## config.mk

```make
export PLATFORM = sky130hd
export DESIGN_NAME = hwue_div
export DESIGN_NICKNAME = d
export VERILOG_FILES = /design/src/hwue_div.sv
export SDC_FILE = /design/constraint.sdc
export NUM_CORES = 1
export LEC_CHECK = 0
export BUFFER_PORTS_ARGS = -buffer_cell sky130_fd_sc_hd__clkbuf_2
export CAP_MARGIN = 20
export CORE_UTILIZATION = 35
export DETAILED_ROUTE_END_ITERATION = 12
export SLEW_MARGIN = 0
export SYNTH_ARGS = -nofsm -noshare
export SYNTH_HDL_FRONTEND = slang
export SYNTH_SLANG_ARGS = --single-unit
```

## constraint.sdc

```tcl
create_clock -name clk -period 5.44 [get_ports clk]
set_clock_uncertainty 0.1 [all_clocks]
set_input_delay 0.544 -clock clk [delete_from_list [all_inputs] [get_ports clk]]
set_output_delay 0.544 -clock clk [all_outputs]
set_load 0.02 [all_outputs]
```

## src/hwue_div.sv

```systemverilog
// Restoring divider for a signed 32-bit delta over a 16-bit count, one quotient bit a cycle.
`default_nettype none
module hwue_div (
  input  wire logic        clk,
  input  wire logic        rst,
  input  wire logic        start,
  input  wire logic [31:0] dividend,
  input  wire logic [15:0] divisor,
  output logic             done,
  output logic [31:0]      quotient
);
  logic [31:0] mag;
  logic [31:0] quo;
  logic [15:0] rem;
  logic [15:0] dvs;
  logic        neg;
  logic [5:0]  cnt;
  logic        busy;
  logic [16:0] trial;

  assign trial = {rem, mag[31]} - {1'b0, dvs};

  always_ff @(posedge clk) begin
    if (rst) begin
      busy <= 1'b0;
      done <= 1'b0;
      cnt  <= '0;
    end else begin
      done <= 1'b0;
      if (start) begin
        busy <= 1'b1;
        cnt  <= 6'd32;
        neg  <= dividend[31];
        mag  <= dividend[31] ? (~dividend + 32'd1) : dividend;
        rem  <= '0;
        dvs  <= divisor;
        quo  <= '0;
      end else if (busy) begin
        if (!trial[16]) begin
          rem <= trial[15:0];
          quo <= {quo[30:0], 1'b1};
        end else begin
          rem <= {rem[14:0], mag[31]};
          quo <= {quo[30:0], 1'b0};
        end
        mag <= {mag[30:0], 1'b0};
        cnt <= cnt - 6'd1;
        if (cnt == 6'd1) begin
          busy <= 1'b0;
          done <= 1'b1;
        end
      end
    end
  end

  assign quotient = neg ? (~quo + 32'd1) : quo;
endmodule
`default_nettype wire

```

# Word-level counts from Yosys, hierarchy flattened
# Index checks and enable logic that the tools add are counted.
# word_totals
reg_bits,105
inputBits,51
out_inout_bits,33
elab_cells,37
# classes
add_sub_neg,4
n_eq_ne,1
muxes,14
bitwise_logic,4
n_reduce_logical,5
# op_table
operator,n
2-to-1 mux 32 bit,5
"adder 32 x 1 -> 32 bit, second input constant",2
NOT 32 bit,2
2-to-1 mux 16 bit,2
subtractor 17 x 16 -> 17 bit,1
2-to-1 mux 6 bit,2
"equality test 6 x 1 -> 1 bit, second input constant",1
"subtractor 6 x 1 -> 6 bit, second input constant",1
2-to-1 mux 1 bit,5
AND reduction 2 bit,2
OR reduction 3 bit,1
NOT 1 bit,2
nonzero test 2 bit,1
OR reduction 2 bit,1

# Logic depth before layout (Yosys ltp)
# Gate-level depths: netlist of the first run.
# logic_depth
depth_word,4
depth_mapped,11
mapped_depth_nobuf,10

# Least setup slack after synthesis of the first run
# No wires, ideal clock.
# synth_path
path_type,input -> register
start,in start
end,"reg mag[0], enable pin"
setup_time_ps,520
arrival_ps,4236
t_required_ps,4820
setup_slack_ps,584
path_stages,3
path_buffers,1
cell_sequence,clkbuf_1 -> nor2_1 -> nor2_1
# synth_via
elab_chain_cells,2
# synth_rtl
item,line_no,text
from (decl),6,"input wire logic start,"
nonzero test 2 bit (no line),-,
AND reduction 2 bit (no line),-,
to (signal assigned),34,mag <= dividend[31] ? (~dividend + 32'd1) : dividend;
to (signal assigned),46,"mag <= {mag[30:0], 1'b0};"
to (decl),12,logic [31:0] mag;
# No other way between the ends.
# A chain may end at the register's enable or synchronous reset.

# Final worst setup path of the first run
# layout_path
start,reg quo[4]
end,out quotient[25]
# layout_via
elab_chain_cells,3
# layout_rtl
item,line_no,text
from (decl),13,logic [31:0] quo;
from (signal assigned),41,"quo <= {quo[30:0], 1'b1};"
from (signal assigned),44,"quo <= {quo[30:0], 1'b0};"
NOT 32 bit,56,assign quotient = neg ? (~quo + 32'd1) : quo;
adder 32 x 1 -> 32 bit,56,
2-to-1 mux 32 bit,56,
to (decl),10,output logic [31:0] quotient
# No other way between the ends.

==> reports/metrics.cfg, run 1 <==
[critical_path]
cp-start-kind=flop
r2r_start=mag[31]
required_ns=4.80
r2r_setup_slack_ns=2.57
cpMostUsedCell=or4_4
path_max_fanout=5
cp-end-kind=output port
reg2reg_depth=11
max_stage_delay_ns=0.57
r2r-end=rem[7]
cp_slowest_cell=or4_4
arrival_ns=3.34
crit_type=flop to output port
crit_chain=or4_4, or4_4, or4_4, or3_4, o31ai_2, xnor2_1, clkbuf_2

[floorplanning]
core-area_mm2=0.0172
die_h_um=134
rows=48
io_pins=84
start_util_pct=35.6
die_area_mm2=0.0181
die_w_um=134

[global_routing]
grt_start_max_net_pins=78
grt_pass1_wl_mm=21.2
antenna_found_initial=0
grt-ovfl-total=0
grt_pass1_vias=4470
grt_use_total_pct=14.6

[cts]
cts_setup_buffers=0
insertion_delay_ns=0.36
cts_made_buffers=9
cts_tree=done
clock-sinks=105
clk_pin_slew_ns=0.07
cts_hold_buf=0
cts_root_buffer=clkbuf_16
h-tree-depth=3
clockBufferDepth=2
post_cts_resized=0

[power]
totalPowerFinal_mw=2.17
power_density_mw_per_mm2=304
ir_worst_vdd_uv=176
p_leak_nw=2.70

[yosys]
synth-edff-count=97
synth_fp_nets=650
syn_inst=578
synthArstFlopShare_pct=0
ys.flop_type=edfxtp_1
synth_fa_ha_area_share_pct=4.40
avgSynthCellArea_um2=10.6
synthMuxAreaShare_pct=2.65
ys_seq_area_share_pct=50.1
synth_top_family_by_area=simple AND/OR/NAND/NOR gates
yosys.area_share.simple_pct=16.0
netlist.area_leader.share_pct=47.4
synth_area_leader_cell=edfxtp_1
ys_warn_count=0
ys_types=51
synth_area_leaders=edfxtp_1 (47%), xnor2_1 (6.0%), xor2_1 (4.7%)
ys_seq_elements=105
syn_area_mm2=0.00614
synth-compound-area-share_pct=13.0
synth_xor_area_share_pct=10.7

[cells_and_area]
drive_gt1_share_pct=18.7
area_growth_pct=16.2
antenna_cells=0
nNetsFinal=726

[drt]
drt_first_pass_iters=4
via_count=4462
dr.first_iter.drc_count=203
viasPerCell=5.05
drcViolationCount=0
postRouteAntennaNets=0
wl_mm=12.3
wire_per_inst_um=13.9

[flow_run]
drv_cap=0

[sta]
tightest_slew_ns=1.03
final_max_slew_viol_count=0
fin_crit_sh_pct=73.2
hold_violations=0
fmax_mhz=251
fin_crit_ns=3.98
tns_ns=0
max_slew_margin_pct=31.2
final-setup-viol-count=0
layout_setup_ws_ns=1.46
rsz0062_at_grt=no

[hold_path]
hold_path_end=dvs[7]
min_from=divisor[7]
whs_path_depth=1
min-delay-path-class=input port to flop

[outcome]
status=finished, final reports clean

[placed_design]
place_congestion=0.794
pre_cts_ws_ns=1.86
io_buffers=83
hpwl_mm=8.55

[how the worst max path moves through the flow]
stage	slack, ns	startpoint	end
finish	1.46	quo[4]	quotient[25]
global route	1.32	quo[4]	quotient[27]
CTS	1.46	quo[4]	quotient[25]
detailed placement	1.86	quo[4]	quotient[25]
global placement	1.91	quo[4]	quotient[25]
floorplan	0.58	start	mag[0]
[cell type report]
cell class                      instances  area (µm²)
Timing Repair Buffer                   88         475
Fill cell                            1663       10100
Clock buffer                           10         229
Clock inverter                          5        81.3
Sequential cell                       105        3070
Multi-Input combinational cell        422        2890
Tap cell                              225         282
Inverter                               28         105
[power breakdown]
group	internal, mW	total (mW)	switching [mW]
Combinational	0.202	0.486	0.284
Sequential	0.961	0.997	0.0365
Clock	0.401	0.687	0.286
[Yosys cell counts (all sizes together) (2+ instances only)]
| library cell | instances |
|---|---|
| nor2b | 36 |
| o211ai | 3 |
| mux2 | 2 |
| xnor2 | 42 |
| nor3 | 7 |
| a21o | 3 |
| or3b | 2 |
| a211oi | 6 |
| or4 | 11 |
| nand2b | 12 |
| ha | 20 |
| inv | 28 |
| mux2i | 14 |
| edfxtp | 97 |
| clkbuf | 16 |
| o21ai | 29 |
| o31ai | 20 |
| dfxtp | 8 |
| nor4 | 3 |
| o41ai | 7 |
| a21oi | 48 |
| buf | 7 |
| xor2 | 33 |
| or3 | 13 |
| nor2 | 55 |
| nand2 | 33 |
| nand3 | 4 |
| or2 | 4 |
[cell usage in the layout (no fill, tap or decap), types with 2 or more instances in the layout]
master / n
xor2_1: 32
clkbuf_16: 9
nand2_1: 33
nand2b_1: 12
o41ai_1: 5
a211oi_1: 6
bufinv_16: 2
nor2b_1: 36
a21oi_1: 48
ha_1: 20
mux2_2: 2
or2_2: 4
or4_1: 6
clkbuf_2: 82
xnor2_1: 42
buf_4: 5
o31ai_1: 17
dfxtp_1: 8
a21o_1: 3
or3_1: 11
nor3_1: 7
or4_4: 5
inv_1: 28
mux2i_1: 14
nor2_1: 54
o211ai_1: 3
o21ai_0: 29
o31ai_2: 2
nand3_1: 4
nor4_1: 3
edfxtp_1: 97
or3_4: 2
[cells by family (layout without fill, tap and decap cells)]
| logic type | Yosys count | after routing |
|---|---|---|
| xor gates and xnor gates | 75 | 75 |
| muxes | 16 | 16 |
| AOI/OAI and AO/OA | 124 | 124 |
| adders and majority gates | 21 | 21 |
| buffers and inverters | 51 | 131 |
| and+or+nand+nor | 186 | 186 |
| DFF | 105 | 105 |
[stage by stage]
| stage | utilization, % | hold slack (ns) | cells | cell area [µm²] |
|---|---|---|---|---|
| finish | 41.4 | 0.261 | 883 | 7130 |
| global route | 41.4 | 0.250 | 883 | 7130 |
| CTS | 41.2 | 0.242 | 882 | 7100 |
| detailed placement | 39.4 | 0.400 | 867 | 6790 |
| global placement | 39.4 | 0.373 | 867 | 6790 |
| floorplan | - | 0.361 | 578 | 6140 |
[routing by layer]
layer / vias to the layer above / wire [µm] / global-route usage (%)
li1: 2227 / - / -
met1: 2125 / 5800 / 18.8
met2: 96 / 5630 / 23.5
met3: 14 / 643 / 3.55
met4: 0 / 222 / 6.37
met5: - / 0 / 0
[flip-flops by register name, indices dropped and copies added, names as in the netlist]
name	flops
cnt	6
neg	1
rem	16
quo	32
busy	1
mag	32
done	1
dvs	16
[critical path: cells and delay by family (launching register included)]
family / cells / cell delay (ns)
AO/OA/AOI/OAI: 1 / 0.21
XOR/XNOR: 1 / 0.16
buffers and inverters: 1 / 0.20
flip-flops: 1 / 0.47
AND/OR/NAND/NOR: 4 / 1.95
(Power assumes the default switching activity.)
==> inputs of run 2 (changes only) <==
==> constraint.sdc (replaced) <==
create_clock -name clk -period 3.62 [get_ports clk]
set_clock_uncertainty 0.1 [all_clocks]
set_input_delay 0.362 -clock clk [delete_from_list [all_inputs] [get_ports clk]]
set_output_delay 0.362 -clock clk [all_outputs]
set_load 0.02 [all_outputs]
==> reports/metrics.cfg, run 2 (synthesized netlist as in run 1, its figures left out) <==
[critical_path]
crit_chain=or4_4, or4_4, or4_4, or3_4, o31ai_4, xnor2_1, buf_4  ; was or4_4, or4_4, or4_4, or3_4, o31ai_2, xnor2_1, clkbuf_2
cp_slowest_cell=or4_4  ; unchanged
required_ns=3.16  ; was 4.80 ns
crit_type=flop to output port  ; unchanged
cp-start-kind=flop  ; unchanged
cp_num_buf_inv=1  ; unchanged
path_max_fanout=5  ; unchanged
cp_top_family=simple AND/OR/NAND/NOR gates  ; unchanged
reg2reg_depth=11  ; unchanged
cpMostUsedCell=or4_4  ; unchanged
max_stage_delay_ns=0.57  ; about the same
cp_num_cells=7  ; unchanged
arrival_ns=3.23  ; was 3.34 ns
cp-end-kind=output port  ; unchanged

[placed_design]
dp_cells=867  ; unchanged
pre_cts_ws_ns=0.202  ; was 1.86 ns
hpwl_mm=8.64  ; was 8.55 mm
placed_cell_area_mm2=0.00681  ; was 0.00679 mm²
io_buffers=83  ; unchanged
place_congestion=0.815  ; was 0.794

[floorplanning]
io_pins=84  ; unchanged
die_w_um=134  ; unchanged
die_h_um=134  ; unchanged
core-area_mm2=0.0172  ; unchanged
start_util_pct=35.6  ; unchanged
die_area_mm2=0.0181  ; unchanged
rows=48  ; unchanged

[drt]
drcViolationCount=0  ; unchanged
postRouteAntennaNets=0  ; unchanged
wl_mm=12.7  ; was 12.3 mm
drt_first_pass_iters=4  ; unchanged
viasPerCell=5.02  ; was 5.05
via_count=4477  ; was 4462
wire_per_inst_um=14.3  ; was 13.9 µm
dr.first_iter.drc_count=252  ; was 203

[cells_and_area]
final_common_cell=edfxtp_1  ; unchanged
fin_area_mm2=0.00724  ; was 0.00713 mm²
largestRegisters=mag: 32 flops, quo: 32 flops  ; unchanged
register_area_mm2=0.00307  ; unchanged
drive_gt1_share_pct=20.4  ; was 18.7%
nNetsFinal=734  ; was 726
multi_input_area_mm2=0.00294  ; was 0.00289 mm²
fillCellCount=1649  ; was 1663
final-instance-count-excl-fill=892  ; was 883
post-route-util_pct=42.0  ; was 41.4%
most-common-layout-cells=edfxtp_1 (97), clkbuf_2 (73), nor2_1 (54)  ; was edfxtp_1 (97), clkbuf_2 (82), nor2_1 (54)
area_growth_pct=17.9  ; was 16.2%
antenna_cells=0  ; unchanged

[sta]
rsz0062_at_grt=yes  ; was no
tns_ns=-0.223  ; was 0 ns
fin_crit_sh_pct=102
final_max_slew_viol_count=0  ; unchanged
fin_crit_ns=3.69
fmax_mhz=271
layout_setup_ws_ns=-0.0673  ; was 1.46 ns
tightest_slew_ns=0.652  ; was 1.03 ns
final-setup-viol-count=4  ; was 0
max_slew_margin_pct=56.5  ; was 31.2%
hold_slack_ns=0.0816  ; was 0.261 ns
hold_violations=0  ; unchanged

[hold_path]
min-delay-path-class=input port to flop  ; unchanged
whs_path_depth=1  ; unchanged

[power]
power_density_mw_per_mm2=436  ; was 304 mW/mm²
ir_worst_vdd_uv=216  ; was 176 µV
p_leak_nw=2.75  ; was 2.70 nW
totalPowerFinal_mw=3.16  ; was 2.17 mW

[cts]
insertion_delay_ns=0.35  ; was 0.36 ns
cts_tree=done  ; unchanged
h-tree-depth=3  ; unchanged
cts_hold_buf=0  ; unchanged
clockBufferDepth=2  ; unchanged
clk_pin_slew_ns=0.07  ; about the same
cts_made_buffers=9  ; unchanged
cts_root_buffer=clkbuf_16  ; unchanged
clock-sinks=105  ; unchanged

[global_routing]
grt_pass1_vias=4366  ; was 4470
grt-ovfl-total=0  ; unchanged
grt_use_total_pct=14.6  ; about the same
grt_start_max_net_pins=68  ; was 78
grt_pass1_wl_mm=21.1  ; was 21.2 mm
antenna_found_initial=0  ; unchanged

[outcome]
violations=negative setup slack
status=finished, violations left  ; was finished, final reports clean

[flow_run]
drv_cap=0  ; unchanged

[run 2: routing by layer]
layer	up-vias	global-route usage (%)	wire length, µm
li1	2251	-	-
met1	2129	19.0	6080
met2	84	23.1	5880
met3	13	3.44	597
met4	0	6.68	191
met5	-	0	0
[run 2: area by class of cell]
cell class	instances	area share, %
repair buffers	96	7.88
well taps	225	3.89
multi-input cells	422	40.6
inverters	28	1.45
clock inverters	7	0.639
flip-flops and latches	105	42.4
clock buffers	9	3.11
[run 2: timing repair]
action	in CTS	in global routing
gates resized for setup	11	17
hold endpoints to repair	0	0
pin swaps	10	11
endpoints found under the setup margin	9	10
buffers inserted	5	3
[run 2: power by group]
| part | internal [mW] | total (mW) | switching [mW] |
|---|---|---|---|
| clock | 0.466 | 0.910 | 0.444 |
| combinational | 0.319 | 0.751 | 0.432 |
| sequential | 1.44 | 1.50 | 0.0559 |
[run 2: final timing paths]
check	endpoint	slack, ns	startpoint
worst min register to register	cnt[0]	0.40	cnt[0]
worst max-delay path	quotient[25]	-0.07	quo[5]
worst max register to register	rem[2]	0.70	mag[31]
worst min-delay path	dvs[7]	0.08	divisor[7]
==> inputs of run 3 (changes only) <==
--- a/config.mk
+++ b/config.mk
@@ -9,6 +9,7 @@
 export CAP_MARGIN = 20
 export CORE_UTILIZATION = 35
 export DETAILED_ROUTE_END_ITERATION = 12
+export SKIP_CTS_REPAIR_TIMING = 1
 export SLEW_MARGIN = 0
 export SYNTH_ARGS = -nofsm -noshare
 export SYNTH_HDL_FRONTEND = slang
==> reports/metrics.cfg, run 3 (synthesized netlist as in run 1, its figures left out) <==
[sta]
rsz0062_at_grt=yes  ; unchanged
fmax_mhz=264  ; was 271 MHz
max_slew_margin_pct=22.9  ; was 56.5%
tns_ns=-0.938  ; was -0.223 ns
hold_violations=0  ; unchanged
hold_slack_ns=0.0794  ; was 0.0816 ns
fin_crit_sh_pct=105  ; was 102%
final_max_slew_viol_count=0  ; unchanged
tightest_slew_ns=1.16  ; was 0.652 ns
fin_crit_ns=3.79  ; was 3.69 ns
final-setup-viol-count=9  ; was 4
layout_setup_ws_ns=-0.171  ; was -0.0673 ns

[floorplanning]
io_pins=84  ; unchanged
die_area_mm2=0.0181  ; unchanged
core-area_mm2=0.0172  ; unchanged
rows=48  ; unchanged
die_w_um=134  ; unchanged
start_util_pct=35.6  ; unchanged
die_h_um=134  ; unchanged

[cells_and_area]
most-common-layout-cells=edfxtp_1 (97), clkbuf_2 (75), nor2_1 (54)  ; was edfxtp_1 (97), clkbuf_2 (73), nor2_1 (54)
final_common_cell=edfxtp_1  ; unchanged
multi_input_area_mm2=0.00290  ; was 0.00294 mm²
nNetsFinal=727  ; was 734
fillCellCount=1658  ; was 1649
area_growth_pct=16.0  ; was 17.9%
antenna_cells=0  ; unchanged
drive_gt1_share_pct=18.8  ; was 20.4%
register_area_mm2=0.00307  ; unchanged
final-instance-count-excl-fill=885  ; was 892
largestRegisters=mag: 32 flops, quo: 32 flops  ; unchanged
post-route-util_pct=41.3  ; was 42.0%
fin_area_mm2=0.00712  ; was 0.00724 mm²

[critical_path]
reg2reg_depth=11  ; unchanged
required_ns=3.16  ; about the same
r2r_start=mag[31]  ; unchanged
crit_type=flop to output port  ; unchanged
cp-start-kind=flop  ; unchanged
path_max_fanout=5  ; unchanged
arrival_ns=3.33  ; was 3.23 ns
cp-end-kind=output port  ; unchanged
r2r_setup_slack_ns=0.69  ; was 0.70 ns
r2r-end=rem[2]  ; unchanged

[placed_design]
hpwl_mm=8.64  ; unchanged
placed_cell_area_mm2=0.00681  ; unchanged
dp_cells=867  ; unchanged
place_congestion=0.815  ; unchanged
io_buffers=83  ; unchanged
pre_cts_ws_ns=0.202  ; unchanged

[power]
internal_power_mw=2.22  ; was 2.23 mW
power_density_mw_per_mm2=442  ; was 436 mW/mm²
power_switching_uw=929  ; was 932 µW
combPwrFrac_pct=23.2  ; was 23.8%
totalPowerFinal_mw=3.15  ; was 3.16 mW
p_leak_nw=2.69  ; was 2.75 nW
clkPwrFrac_pct=29.0  ; was 28.8%
p_sw_share_pct=29.5  ; about the same
ir_worst_vdd_uv=218  ; was 216 µV
pwr-share-seq_pct=47.8  ; was 47.4%

[cts]
insertion_delay_ns=0.35  ; about the same
h-tree-depth=3  ; unchanged
cts_root_buffer=clkbuf_16  ; unchanged
clock-sinks=105  ; unchanged
cts_made_buffers=9  ; unchanged
cts_tree=done  ; unchanged
clk_pin_slew_ns=0.07  ; about the same
clockBufferDepth=2  ; unchanged

[drt]
drcViolationCount=0  ; unchanged
dr.first_iter.drc_count=269  ; was 252
drt_first_pass_iters=4  ; unchanged
wire_per_inst_um=14.2  ; was 14.3 µm
postRouteAntennaNets=0  ; unchanged
wl_mm=12.6  ; was 12.7 mm
viasPerCell=5.03  ; was 5.02
via_count=4453  ; was 4477

[global_routing]
grt_use_total_pct=14.3  ; was 14.6%
grt-ovfl-total=0  ; unchanged
antenna_found_initial=0  ; unchanged
grt_pass1_wl_mm=20.7  ; was 21.1 mm
grt_pass1_vias=4318  ; was 4366
grt_start_max_net_pins=68  ; unchanged

[hold_path]
hold_path_end=dvs[7]  ; unchanged
whs_path_depth=1  ; unchanged
min-delay-path-class=input port to flop  ; unchanged
min_from=divisor[7]  ; unchanged

[outcome]
status=finished, violations left  ; unchanged
violations=negative setup slack  ; unchanged

[flow_run]
drv_cap=0  ; unchanged

-- run 3: cell count changes in the layout (fill, tap and decap cells not counted), sizes merged --
cell	previous run	this run
buf	21	14
-- run 3: cell type report --
| type | instances | area share, % |
|---|---|---|
| clock inverters | 7 | 0.650 |
| flip-flops and latches | 105 | 43.1 |
| multi-input cells | 422 | 40.8 |
| inverters | 28 | 1.48 |
| well taps | 225 | 3.95 |
| repair buffers | 89 | 6.85 |
| clock buffers | 9 | 3.16 |
-- run 3: worst max-delay path by stage --
stage	cells past startpoint	slack [ns]	end	from
after global routing	7	-0.27	quotient[25]	quo[4]
final	7	-0.17	quotient[25]	quo[4]
after floorplan	3	0.29	mag[0]	start
after CTS	7	-0.19	quotient[28]	quo[4]
after global placement	7	0.27	quotient[25]	quo[4]
after detailed placement	7	0.20	quotient[28]	quo[4]
-- run 3: critical path, cell delays in order, from the launching register on --
cell and delay [ns]:
edfxtp_1 0.46, or4_4 0.57, or4_4 0.51, or4_4 0.48, or3_4 0.42, o31ai_4 0.21, xnor2_1 0.17, buf_4 0.18
-- run 3: metal layers --
metal / track usage, % / routed length (µm) / up-vias
met5: 0 / 0 / -
met3: 3.55 / 678 / 15
met4: 6.55 / 208 / 0
met2: 22.5 / 5700 / 90
met1: 18.5 / 5990 / 2112
li1: - / - / 2236
-- run 3: power by group through the flow --
stage,clock (mW),sequential (mW),combinational (mW)
after floorplan,0,1.51,0.543
after global placement,0,1.53,0.708
after detailed placement,0,1.53,0.726
after CTS,0.943,1.50,0.729
after global routing,0.988,1.52,0.811
final,0.911,1.50,0.731
